===== config.mk =====
export PLATFORM = sky130hd
export DESIGN_NAME = energy_voice_activity_detector
export DESIGN_NICKNAME = d
export VERILOG_FILES = /design/src/evad_pkg.sv /design/src/evad_queue.sv /design/src/evad_front.sv /design/src/evad_back.sv /design/src/energy_voice_activity_detector.sv
export VERILOG_INCLUDE_DIRS = /design/src /design/src/src
export SDC_FILE = /design/constraint.sdc
export NUM_CORES = 1
export LEC_CHECK = 0
export ABC_CLOCK_PERIOD_IN_PS = 19500
export BUFFER_PORTS_ARGS = -buffer_cell sky130_fd_sc_hd__buf_2
export CAP_MARGIN = 20
export CORE_MARGIN = 2
export CORE_UTILIZATION = 40
export DETAILED_ROUTE_END_ITERATION = 10
export SYNTH_ARGS = -nofsm -noshare
export SYNTH_HDL_FRONTEND = slang
export SYNTH_SLANG_ARGS = --single-unit

===== constraint.sdc =====
create_clock -name clk_i -period 19.5 [get_ports clk_i]
set_clock_uncertainty 0.1 [all_clocks]
set_input_delay 1.95 -clock clk_i [delete_from_list [all_inputs] [get_ports clk_i]]
set_output_delay 1.95 -clock clk_i [all_outputs]
set_load 0.03 [all_outputs]

===== src/energy_voice_activity_detector_defines.svh =====
// Assertion macros for the energy voice activity detector.
// Included by files that carry concurrent checks; needs clk_i and rst_ni in scope.
`ifndef ENERGY_VOICE_ACTIVITY_DETECTOR_DEFINES_SVH
`define ENERGY_VOICE_ACTIVITY_DETECTOR_DEFINES_SVH

// same-cycle implication
`define EVAD_ASSERT_NOW(lbl, ante, cons, msg) \
  lbl: assert property (@(posedge clk_i) disable iff (!rst_ni) (ante) |-> (cons)) \
    else $error(msg);

// next-cycle implication
`define EVAD_ASSERT_NXT(lbl, ante, cons, msg) \
  lbl: assert property (@(posedge clk_i) disable iff (!rst_ni) (ante) |=> (cons)) \
    else $error(msg);

`endif


===== src/evad_pkg.sv =====
// Shared types and constants of the energy voice activity detector.
// No dependencies.
package evad_pkg;

  localparam int unsigned LEN_BITS    = 16;
  localparam int unsigned MAG_BITS    = 11;
  localparam int unsigned SQ_BITS     = 2 * MAG_BITS;
  localparam int unsigned QUEUE_DEPTH = 4;
  localparam int unsigned QPTR_BITS   = $clog2(QUEUE_DEPTH);
  localparam int unsigned QCNT_BITS   = $clog2(QUEUE_DEPTH + 1);

  localparam int unsigned CFG_IDX_BITS = 2;
  localparam logic [CFG_IDX_BITS-1:0] CFG_SAMPLE_MODE = 2'd0;
  localparam logic [CFG_IDX_BITS-1:0] CFG_THRESHOLD   = 2'd1;
  localparam logic [CFG_IDX_BITS-1:0] CFG_WIN_LEN     = 2'd2;

  localparam logic             MODE_8BIT      = 1'b0;
  localparam logic             MODE_RESET     = 1'b1;
  localparam logic [63:0]      THRESH_RESET   = 64'd3000000;
  localparam logic [LEN_BITS-1:0] WIN_LEN_RESET = 16'd4096;

  typedef struct packed {
    logic                 empty;
    logic [QCNT_BITS-1:0] count;
  } q_stat_t;

endpackage


===== src/evad_queue.sv =====
// Short queue of closed-window energies between front and back.
// Depends on evad_pkg.
module evad_queue #(
  parameter int unsigned W = 40
) (
  input  logic              clk_i,
  input  logic              rst_ni,
  input  logic              push_i,
  input  logic [W-1:0]      push_data_i,
  input  logic              pop_i,
  output logic [W-1:0]      head_o,
  output evad_pkg::q_stat_t stat_o
);

  logic [W-1:0] mem [evad_pkg::QUEUE_DEPTH];
  logic [evad_pkg::QPTR_BITS-1:0] wr_ptr_q, rd_ptr_q;
  logic [evad_pkg::QCNT_BITS-1:0] count_q, count_d;

  always_comb begin
    count_d = count_q;
    if (push_i && !pop_i) begin
      count_d = count_q + evad_pkg::QCNT_BITS'(1);
    end else if (pop_i && !push_i) begin
      count_d = count_q - evad_pkg::QCNT_BITS'(1);
    end
  end

  always_ff @(posedge clk_i or negedge rst_ni) begin
    if (!rst_ni) begin
      wr_ptr_q <= '0;
      rd_ptr_q <= '0;
      count_q  <= '0;
    end else begin
      if (push_i) begin
        wr_ptr_q <= wr_ptr_q + evad_pkg::QPTR_BITS'(1);
      end
      if (pop_i) begin
        rd_ptr_q <= rd_ptr_q + evad_pkg::QPTR_BITS'(1);
      end
      count_q <= count_d;
    end
  end

  always_ff @(posedge clk_i) begin
    if (push_i) begin
      mem[wr_ptr_q] <= push_data_i;
    end
  end

  assign head_o       = mem[rd_ptr_q];
  assign stat_o.empty = (count_q == '0);
  assign stat_o.count = count_q;

endmodule


===== src/evad_front.sv =====
// Front end: takes samples, squares the scaled magnitude, accumulates the window.
// Pushes the saturated window energy into the queue. Depends on evad_pkg.
module evad_front #(
  parameter int unsigned SUM_BITS = 40
) (
  input  logic                          clk_i,
  input  logic                          rst_ni,
  input  logic                          in_valid_i,
  output logic                          in_stall_o,
  input  logic [15:0]                   sample_raw_i,
  input  logic                          sample_mode_i,
  input  logic [evad_pkg::LEN_BITS-1:0] window_length_i,
  input  evad_pkg::q_stat_t             q_stat_i,
  output logic                          push_o,
  output logic [SUM_BITS-1:0]           push_data_o
);

  localparam int unsigned LB = evad_pkg::LEN_BITS;
  localparam int unsigned MB = evad_pkg::MAG_BITS;
  localparam int unsigned SB = evad_pkg::SQ_BITS;

  logic          accept;
  logic [MB-1:0] mag;
  logic [16:0]   neg_w;
  logic [LB:0]   sc_next;
  logic          close_now;
  logic [SUM_BITS:0] sum_add;
  logic [SUM_BITS-1:0] sum_sat;

  logic          vld_q;
  logic          close_q;
  logic [SB-1:0] sq_q;
  logic [LB-1:0] sc_q;
  logic [SUM_BITS-1:0] sum_q;

  assign in_stall_o = ({1'b0, q_stat_i.count} + (evad_pkg::QCNT_BITS + 1)'(vld_q))
                      >= (evad_pkg::QCNT_BITS + 1)'(evad_pkg::QUEUE_DEPTH);
  assign accept = in_valid_i && !in_stall_o;

  always_comb begin
    neg_w = 17'h10000 - {1'b0, sample_raw_i};
    if (sample_mode_i == evad_pkg::MODE_8BIT) begin
      if (sample_raw_i[7]) begin
        mag = MB'({1'b0, sample_raw_i[6:0]});
      end else begin
        mag = MB'(9'd128 - {1'b0, sample_raw_i[7:0]});
      end
    end else if (sample_raw_i[15]) begin
      mag = neg_w[5+MB-1:5];
    end else begin
      mag = MB'(sample_raw_i[14:5]);
    end
  end

  assign sc_next   = {1'b0, sc_q} + (LB + 1)'(1);
  assign close_now = !(sc_next < {1'b0, window_length_i});

  assign sum_add = {1'b0, sum_q} + (SUM_BITS + 1)'(sq_q);
  assign sum_sat = sum_add[SUM_BITS] ? {SUM_BITS{1'b1}} : sum_add[SUM_BITS-1:0];

  always_ff @(posedge clk_i or negedge rst_ni) begin
    if (!rst_ni) begin
      vld_q   <= 1'b0;
      close_q <= 1'b0;
      sc_q    <= '0;
      sum_q   <= '0;
    end else begin
      vld_q <= accept;
      if (accept) begin
        close_q <= close_now;
        sc_q    <= close_now ? '0 : sc_next[LB-1:0];
      end
      if (vld_q) begin
        sum_q <= close_q ? '0 : sum_sat;
      end
    end
  end

  always_ff @(posedge clk_i) begin
    if (accept) begin
      sq_q <= SB'(mag * mag);
    end
  end

  assign push_o      = vld_q && close_q;
  assign push_data_o = sum_sat;

endmodule


===== src/evad_back.sv =====
// Back end: threshold decision, hangover counters and the result register.
// Depends on evad_pkg.
module evad_back #(
  parameter int unsigned SUM_BITS   = 40,
  parameter int unsigned COUNT_BITS = 16
) (
  input  logic                  clk_i,
  input  logic                  rst_ni,
  input  evad_pkg::q_stat_t     q_stat_i,
  input  logic [SUM_BITS-1:0]   head_i,
  output logic                  pop_o,
  input  logic [SUM_BITS-1:0]   energy_threshold_i,
  output logic                  out_valid_o,
  input  logic                  out_stall_i,
  output logic [SUM_BITS-1:0]   window_energy_o,
  output logic                  voiced_now_o,
  output logic                  speaking_report_o,
  output logic                  silence_report_o,
  output logic [COUNT_BITS-1:0] talk_windows_o,
  output logic [COUNT_BITS-1:0] quiet_windows_o
);

  localparam int unsigned CB = COUNT_BITS;

  function automatic logic [CB-1:0] sat_add(input logic [CB-1:0] a, input logic [CB-1:0] b);
    logic [CB:0] s;
    s = {1'b0, a} + {1'b0, b};
    return s[CB] ? {CB{1'b1}} : s[CB-1:0];
  endfunction

  logic [CB-1:0] talk_q, quiet_q;
  logic          out_valid_q;
  logic          voiced, silence, speaking;
  logic [CB-1:0] t1, q1, t2, q2, t_d, q_d;

  assign pop_o = !q_stat_i.empty && (!out_valid_q || !out_stall_i);

  always_comb begin
    voiced   = head_i >= energy_threshold_i;
    t1       = voiced ? sat_add(talk_q, CB'(1)) : talk_q;
    q1       = voiced ? quiet_q : sat_add(quiet_q, CB'(1));
    silence  = (t1 == '0) || (q1 > CB'(2));
    t2       = silence ? '0 : t1;
    speaking = voiced || ((t2 != '0) && (q1 <= CB'(2)));
    q2       = speaking ? '0 : q1;
    if (voiced && (q2 < CB'(2))) begin
      t_d = sat_add(t2, q2);
      q_d = '0;
    end else begin
      t_d = t2;
      q_d = q2;
    end
  end

  always_ff @(posedge clk_i or negedge rst_ni) begin
    if (!rst_ni) begin
      talk_q      <= '0;
      quiet_q     <= '0;
      out_valid_q <= 1'b0;
    end else begin
      if (pop_o) begin
        talk_q  <= t_d;
        quiet_q <= q_d;
      end
      if (pop_o) begin
        out_valid_q <= 1'b1;
      end else if (!out_stall_i) begin
        out_valid_q <= 1'b0;
      end
    end
  end

  always_ff @(posedge clk_i) begin
    if (pop_o) begin
      window_energy_o   <= head_i;
      voiced_now_o      <= voiced;
      speaking_report_o <= speaking;
      silence_report_o  <= silence;
      talk_windows_o    <= t_d;
      quiet_windows_o   <= q_d;
    end
  end

  assign out_valid_o = out_valid_q;

endmodule


===== src/energy_voice_activity_detector.sv =====
// Energy voice activity detector top level: config registers, front, queue, back.
// Throughput one sample per cycle while in_stall_o is low; a filling queue raises it.
// A window-closing beat passes the front registers and the queue to the back's result.
// Reset clears sum, sample and hangover counters and loads the register defaults.
// Depends on evad_pkg, evad_front, evad_queue, evad_back and the defines header.
`include "energy_voice_activity_detector_defines.svh"

module energy_voice_activity_detector #(
  parameter int unsigned SUM_BITS   = 40,
  parameter int unsigned COUNT_BITS = 16
) (
  input  logic                              clk_i,
  input  logic                              rst_ni,
  input  logic                              cfg_we_i,
  input  logic [evad_pkg::CFG_IDX_BITS-1:0] cfg_idx_i,
  input  logic [SUM_BITS-1:0]               cfg_wdata_i,
  input  logic                              in_valid_i,
  output logic                              in_stall_o,
  input  logic [15:0]                       sample_raw_i,
  output logic                              out_valid_o,
  input  logic                              out_stall_i,
  output logic [SUM_BITS-1:0]               window_energy_o,
  output logic                              voiced_now_o,
  output logic                              speaking_report_o,
  output logic                              silence_report_o,
  output logic [COUNT_BITS-1:0]             talk_windows_o,
  output logic [COUNT_BITS-1:0]             quiet_windows_o
);

  logic                          mode_q;
  logic [SUM_BITS-1:0]           thresh_q;
  logic [evad_pkg::LEN_BITS-1:0] win_len_q;

  logic                push;
  logic [SUM_BITS-1:0] push_data;
  logic                pop;
  logic [SUM_BITS-1:0] head;
  evad_pkg::q_stat_t   q_stat;

  always_ff @(posedge clk_i or negedge rst_ni) begin
    if (!rst_ni) begin
      mode_q    <= evad_pkg::MODE_RESET;
      thresh_q  <= SUM_BITS'(evad_pkg::THRESH_RESET);
      win_len_q <= evad_pkg::WIN_LEN_RESET;
    end else if (cfg_we_i) begin
      case (cfg_idx_i)
        evad_pkg::CFG_SAMPLE_MODE: mode_q    <= cfg_wdata_i[0];
        evad_pkg::CFG_THRESHOLD:   thresh_q  <= cfg_wdata_i;
        evad_pkg::CFG_WIN_LEN:     win_len_q <= cfg_wdata_i[evad_pkg::LEN_BITS-1:0];
        default: ;
      endcase
    end
  end

  evad_front #(
    .SUM_BITS(SUM_BITS)
  ) u_front (
    .clk_i          (clk_i),
    .rst_ni         (rst_ni),
    .in_valid_i     (in_valid_i),
    .in_stall_o     (in_stall_o),
    .sample_raw_i   (sample_raw_i),
    .sample_mode_i  (mode_q),
    .window_length_i(win_len_q),
    .q_stat_i       (q_stat),
    .push_o         (push),
    .push_data_o    (push_data)
  );

  evad_queue #(
    .W(SUM_BITS)
  ) u_queue (
    .clk_i      (clk_i),
    .rst_ni     (rst_ni),
    .push_i     (push),
    .push_data_i(push_data),
    .pop_i      (pop),
    .head_o     (head),
    .stat_o     (q_stat)
  );

  evad_back #(
    .SUM_BITS  (SUM_BITS),
    .COUNT_BITS(COUNT_BITS)
  ) u_back (
    .clk_i             (clk_i),
    .rst_ni            (rst_ni),
    .q_stat_i          (q_stat),
    .head_i            (head),
    .pop_o             (pop),
    .energy_threshold_i(thresh_q),
    .out_valid_o       (out_valid_o),
    .out_stall_i       (out_stall_i),
    .window_energy_o   (window_energy_o),
    .voiced_now_o      (voiced_now_o),
    .speaking_report_o (speaking_report_o),
    .silence_report_o  (silence_report_o),
    .talk_windows_o    (talk_windows_o),
    .quiet_windows_o   (quiet_windows_o)
  );

  `EVAD_ASSERT_NOW(a_silence_clears_talk, out_valid_o && silence_report_o, talk_windows_o == '0, "silence with nonzero talk count")
  `EVAD_ASSERT_NOW(a_speaking_clears_quiet, out_valid_o && speaking_report_o, quiet_windows_o == '0, "speaking with nonzero quiet count")
  `EVAD_ASSERT_NOW(a_voiced_is_speaking, out_valid_o && voiced_now_o, speaking_report_o, "voiced window not reported as speaking")
  `EVAD_ASSERT_NXT(a_queue_drains, !q_stat.empty && !out_valid_o, out_valid_o, "queued window not moved to output")

endmodule

==> results.sh <==
export IMPL_status="complete, no violations"
export IMPL_num_rows=89
export IMPL_seq_area_frac_synth=0.486
export IMPL_endpoint="u_back.talk_q[2]"
export IMPL_setup_ws_ns=9.49
export IMPL_numCtsBuffers=42
export IMPL_cp_top_family="compound AO/OA/AOI/OAI gates"
export IMPL_clkLatencyLatePin_ns=0.57
export IMPL_place_hpwl_mm=40.4
export IMPL_viasPerCell=5.37
export IMPL_crit_path_top_delay_cell="dfrtp_2"
export IMPL_track_usage=0.185
export IMPL_nFillCells=5411
export IMPL_arrival_ns=10.35
export IMPL_min_period_ns=10.01
export IMPL_die_h_um=248
export IMPL_cpMostUsedCell="buf_4"
export IMPL_yosys_area_top_type_share=0.323
export IMPL_cp_max_fo=45
export IMPL_post_route_period_util=0.513
export IMPL_layout_nets=2528
export IMPL_synth_warnings=0
export IMPL_syn_avg_cell_area_um2=11.2
export IMPL_dieWidth_um=248
export IMPL_area_growth_pct=12.4
export IMPL_slowest_delay_ns=0.74
export IMPL_n_antenna_cell=0
export IMPL_synth_enable_flop_cells=256
export IMPL_drv_cap=0
export IMPL_yosysUniqueCellTypes=82
export IMPL_fmax_ghz=0.0999
export IMPL_routabilityCongestion=0.891
export IMPL_finalSetupViolations=0
export IMPL_startpoint="u_queue.rd_ptr_q[0]"
export IMPL_rsz0062_at_grt="no"
export IMPL_clk_pin_slew_ns=0.07
export IMPL_synth_area_um2=23800
export IMPL_die_area_um2=61500
export IMPL_r2r_cells=30
export IMPL_peakVddDrop_mv=0.177
export IMPL_grt_ovfl_total=0
export IMPL_grt_pass1_wl_mm=89.9
export IMPL_hold_buffers=0
export IMPL_leakage_nw=11.6
export IMPL_synth_area_top_cells="edfxtp_1 (32%), dfrtp_1 (15%), ha_1 (8.1%), fa_1 (5.5%), mux4_2 (3.8%)"
export IMPL_synth_area_leader_cell="edfxtp_1"
export IMPL_r2r_setup_slack_ns=9.49
export IMPL_start_util=0.404
export IMPL_cp_required_ns=19.84
export IMPL_clk_path_buf_depth=3
export IMPL_htree_levels=2
export IMPL_ant_nets=0
export IMPL_core_area_um2=58900
export IMPL_wl_per_cell_um=18.3
export IMPL_max_slew_margin_rel=0.301
export IMPL_worstReg2RegEnd="u_back.talk_q[2]"
export IMPL_startpoint_type="flop"
export IMPL_cts_resized_gates=0
export IMPL_grt_pass1_vias=16467
export IMPL_grt_max_degree=90
export IMPL_endpoint_kind="flop"
export IMPL_timing_rr_start="u_queue.rd_ptr_q[0]"
export IMPL_cts_tree="done"
export IMPL_power_density_nw_per_um2=175
export IMPL_ios=140
export IMPL_cts_root_buffer="clkbuf_16"
export IMPL_setup_tns_final_ns=0
export IMPL_cp_num_buf_inv=5
export IMPL_netlist_instances=2122
export IMPL_synth_flop_cell="edfxtp_1"
export IMPL_hold_viol=0
export IMPL_finalPower_mw=4.68
export IMPL_io_buffer_count=139
export IMPL_drive_gt1_frac=0.169
export IMPL_drt_pass1_iter_count=7
export IMPL_drt_iter0_drc=1180
export IMPL_grt_antenna_before_repair=0
export IMPL_ys_ff_latch=411
export IMPL_vias=16384
export IMPL_post_cts_buffers=0
export IMPL_worst_pin_slew_ns=1.05
export IMPL_drc=0
export IMPL_slew_violations=0
export IMPL_worstSetupPathType="reg -> reg"
export IMPL_detail_route_wirelength_mm=56.0
export IMPL_place_ws_ns=9.46
export IMPL_cts_sinks=411
export IMPL_hold_path_class="reg -> reg"
export IMPL_async_reset_ff_frac=0.377
export IMPL_path_depth=30
[cells in the mapped netlist (all sizes together) (5+ instances only)]
| library cell | number |
|---|---|
| and3 | 48 |
| and4 | 10 |
| o2bb2ai | 8 |
| and2 | 21 |
| a31oi | 19 |
| nand4 | 20 |
| nand2b | 13 |
| mux4 | 40 |
| a211oi | 16 |
| inv | 216 |
| buf | 33 |
| o31ai | 9 |
| a2111oi | 5 |
| o21ai | 107 |
| a311oi | 5 |
| o21a | 20 |
| fa | 65 |
| or2 | 8 |
| a21oi | 115 |
| o21bai | 8 |
| nor3 | 37 |
| ha | 154 |
| clkbuf | 55 |
| a21o | 26 |
| dfrtp | 143 |
| or3 | 12 |
| nor2 | 154 |
| xnor2 | 65 |
| edfxtp | 256 |
| a31o | 6 |
| o22ai | 23 |
| nor3b | 7 |
| mux2 | 68 |
| dfstp | 12 |
| nor2b | 7 |
| xor2 | 32 |
| nand3 | 50 |
| mux2i | 6 |
| nand2 | 174 |
[logic make-up after synthesis]
logic type	share of synthesized area
simple gates	0.116
compound gates	0.104
other cells	0.000315
mux	0.0725
xor+xnor	0.0360
flops	0.486
buf+inv	0.0499
fa+ha+maj	0.135
[power breakdown]
part / internal [mW] / total (mW) / switching (mW)
registers: 1.30 / 1.43 / 0.129
clock network: 0.493 / 0.835 / 0.342
logic: 0.943 / 2.41 / 1.47
[layer usage]
layer / track usage / vias up / wire length (µm)
li1: - / 7795 / -
met1: 0.249 / 8136 / 25000
met2: 0.319 / 390 / 27600
met3: 0.0250 / 63 / 2460
met4: 0.0421 / 0 / 909
met5: 0 / - / 0
[stage by stage]
step	cells	utilization	cell area, µm²	hold slack (ns)
floorplan	2127	-	23800	0.346
global placement	2973	0.430	25300	0.360
detailed placement	2974	0.430	25300	0.368
CTS	3051	0.454	26700	0.384
global route	3052	0.454	26800	0.417
finish	3052	0.454	26800	0.388
[worst reg2reg max path, delay by kind of cell, from the launching register on]
family          cells  cell delay, ns
compound gates     12            3.02
fa+ha+maj           3            0.94
buf+inv             5            2.06
flops               1            0.74
mux                 2            0.93
simple gates        8            2.09
[area by class of cell]
cell class | instances | area, µm² | share of cell area
Clock buffer | 50 | 1120 | 0.0419
Clock inverter | 27 | 304 | 0.0114
Inverter | 218 | 821 | 0.0307
Multi-Input combinational cell | 1410 | 11100 | 0.414
Sequential cell | 411 | 11600 | 0.433
Tap cell | 773 | 967 | 0.0361
Timing Repair Buffer | 163 | 898 | 0.0336
[layout by cell type (no fill, tap or decap), types with 19 or more instances in the layout]
cell type / count
fa_1: 65
nand3_1: 48
xnor2_1: 64
buf_4: 22
and2_1: 20
a31oi_1: 19
o21ai_0: 96
ha_1: 154
inv_1: 215
mux2_2: 68
nor3_1: 35
o22ai_1: 23
nand2_1: 174
clkbuf_16: 43
mux4_2: 40
o21a_1: 20
nor2_1: 154
xor2_1: 32
a21o_1: 25
buf_2: 138
dfrtp_1: 142
and3_1: 43
a21oi_1: 115
edfxtp_1: 256
nand4_1: 20
[flip-flops by register name, summed over array words and instances (netlist names), 2 cells and up]
register                cells
u_back.quiet_q             16
u_front.sum_q              40
u_queue.mem               160
u_queue.rd_ptr_q            2
u_back.talk_q              16
u_back.quiet_windows_o     16
u_back.talk_windows_o      16
u_queue.count_q             3
u_front.sq_q               21
win_len_q                  16
u_queue.wr_ptr_q            2
thresh_q                   40
u_front.sc_q               16
u_back.window_energy_o     40
[worst min path at each step]
| stage | startpoint | end | slack [ns] | depth (start not counted) |
|---|---|---|---|---|
| 3_5_place_dp | u_front.sc_q[15] | u_front.sc_q[15] | 0.37 | 2 |
| 5_1_grt | u_queue.count_q[2] | u_queue.count_q[2] | 0.42 | 1 |
| 2_1_floorplan | u_front.sc_q[15] | u_front.sc_q[15] | 0.35 | 2 |
| 3_3_place_gp | u_front.sc_q[15] | u_front.sc_q[15] | 0.36 | 2 |
| 4_1_cts | u_front.sc_q[15] | u_front.sc_q[15] | 0.38 | 2 |
| 6_report | u_front.sc_q[15] | u_front.sc_q[15] | 0.39 | 2 |
Power figures use the tool's default switching activity.
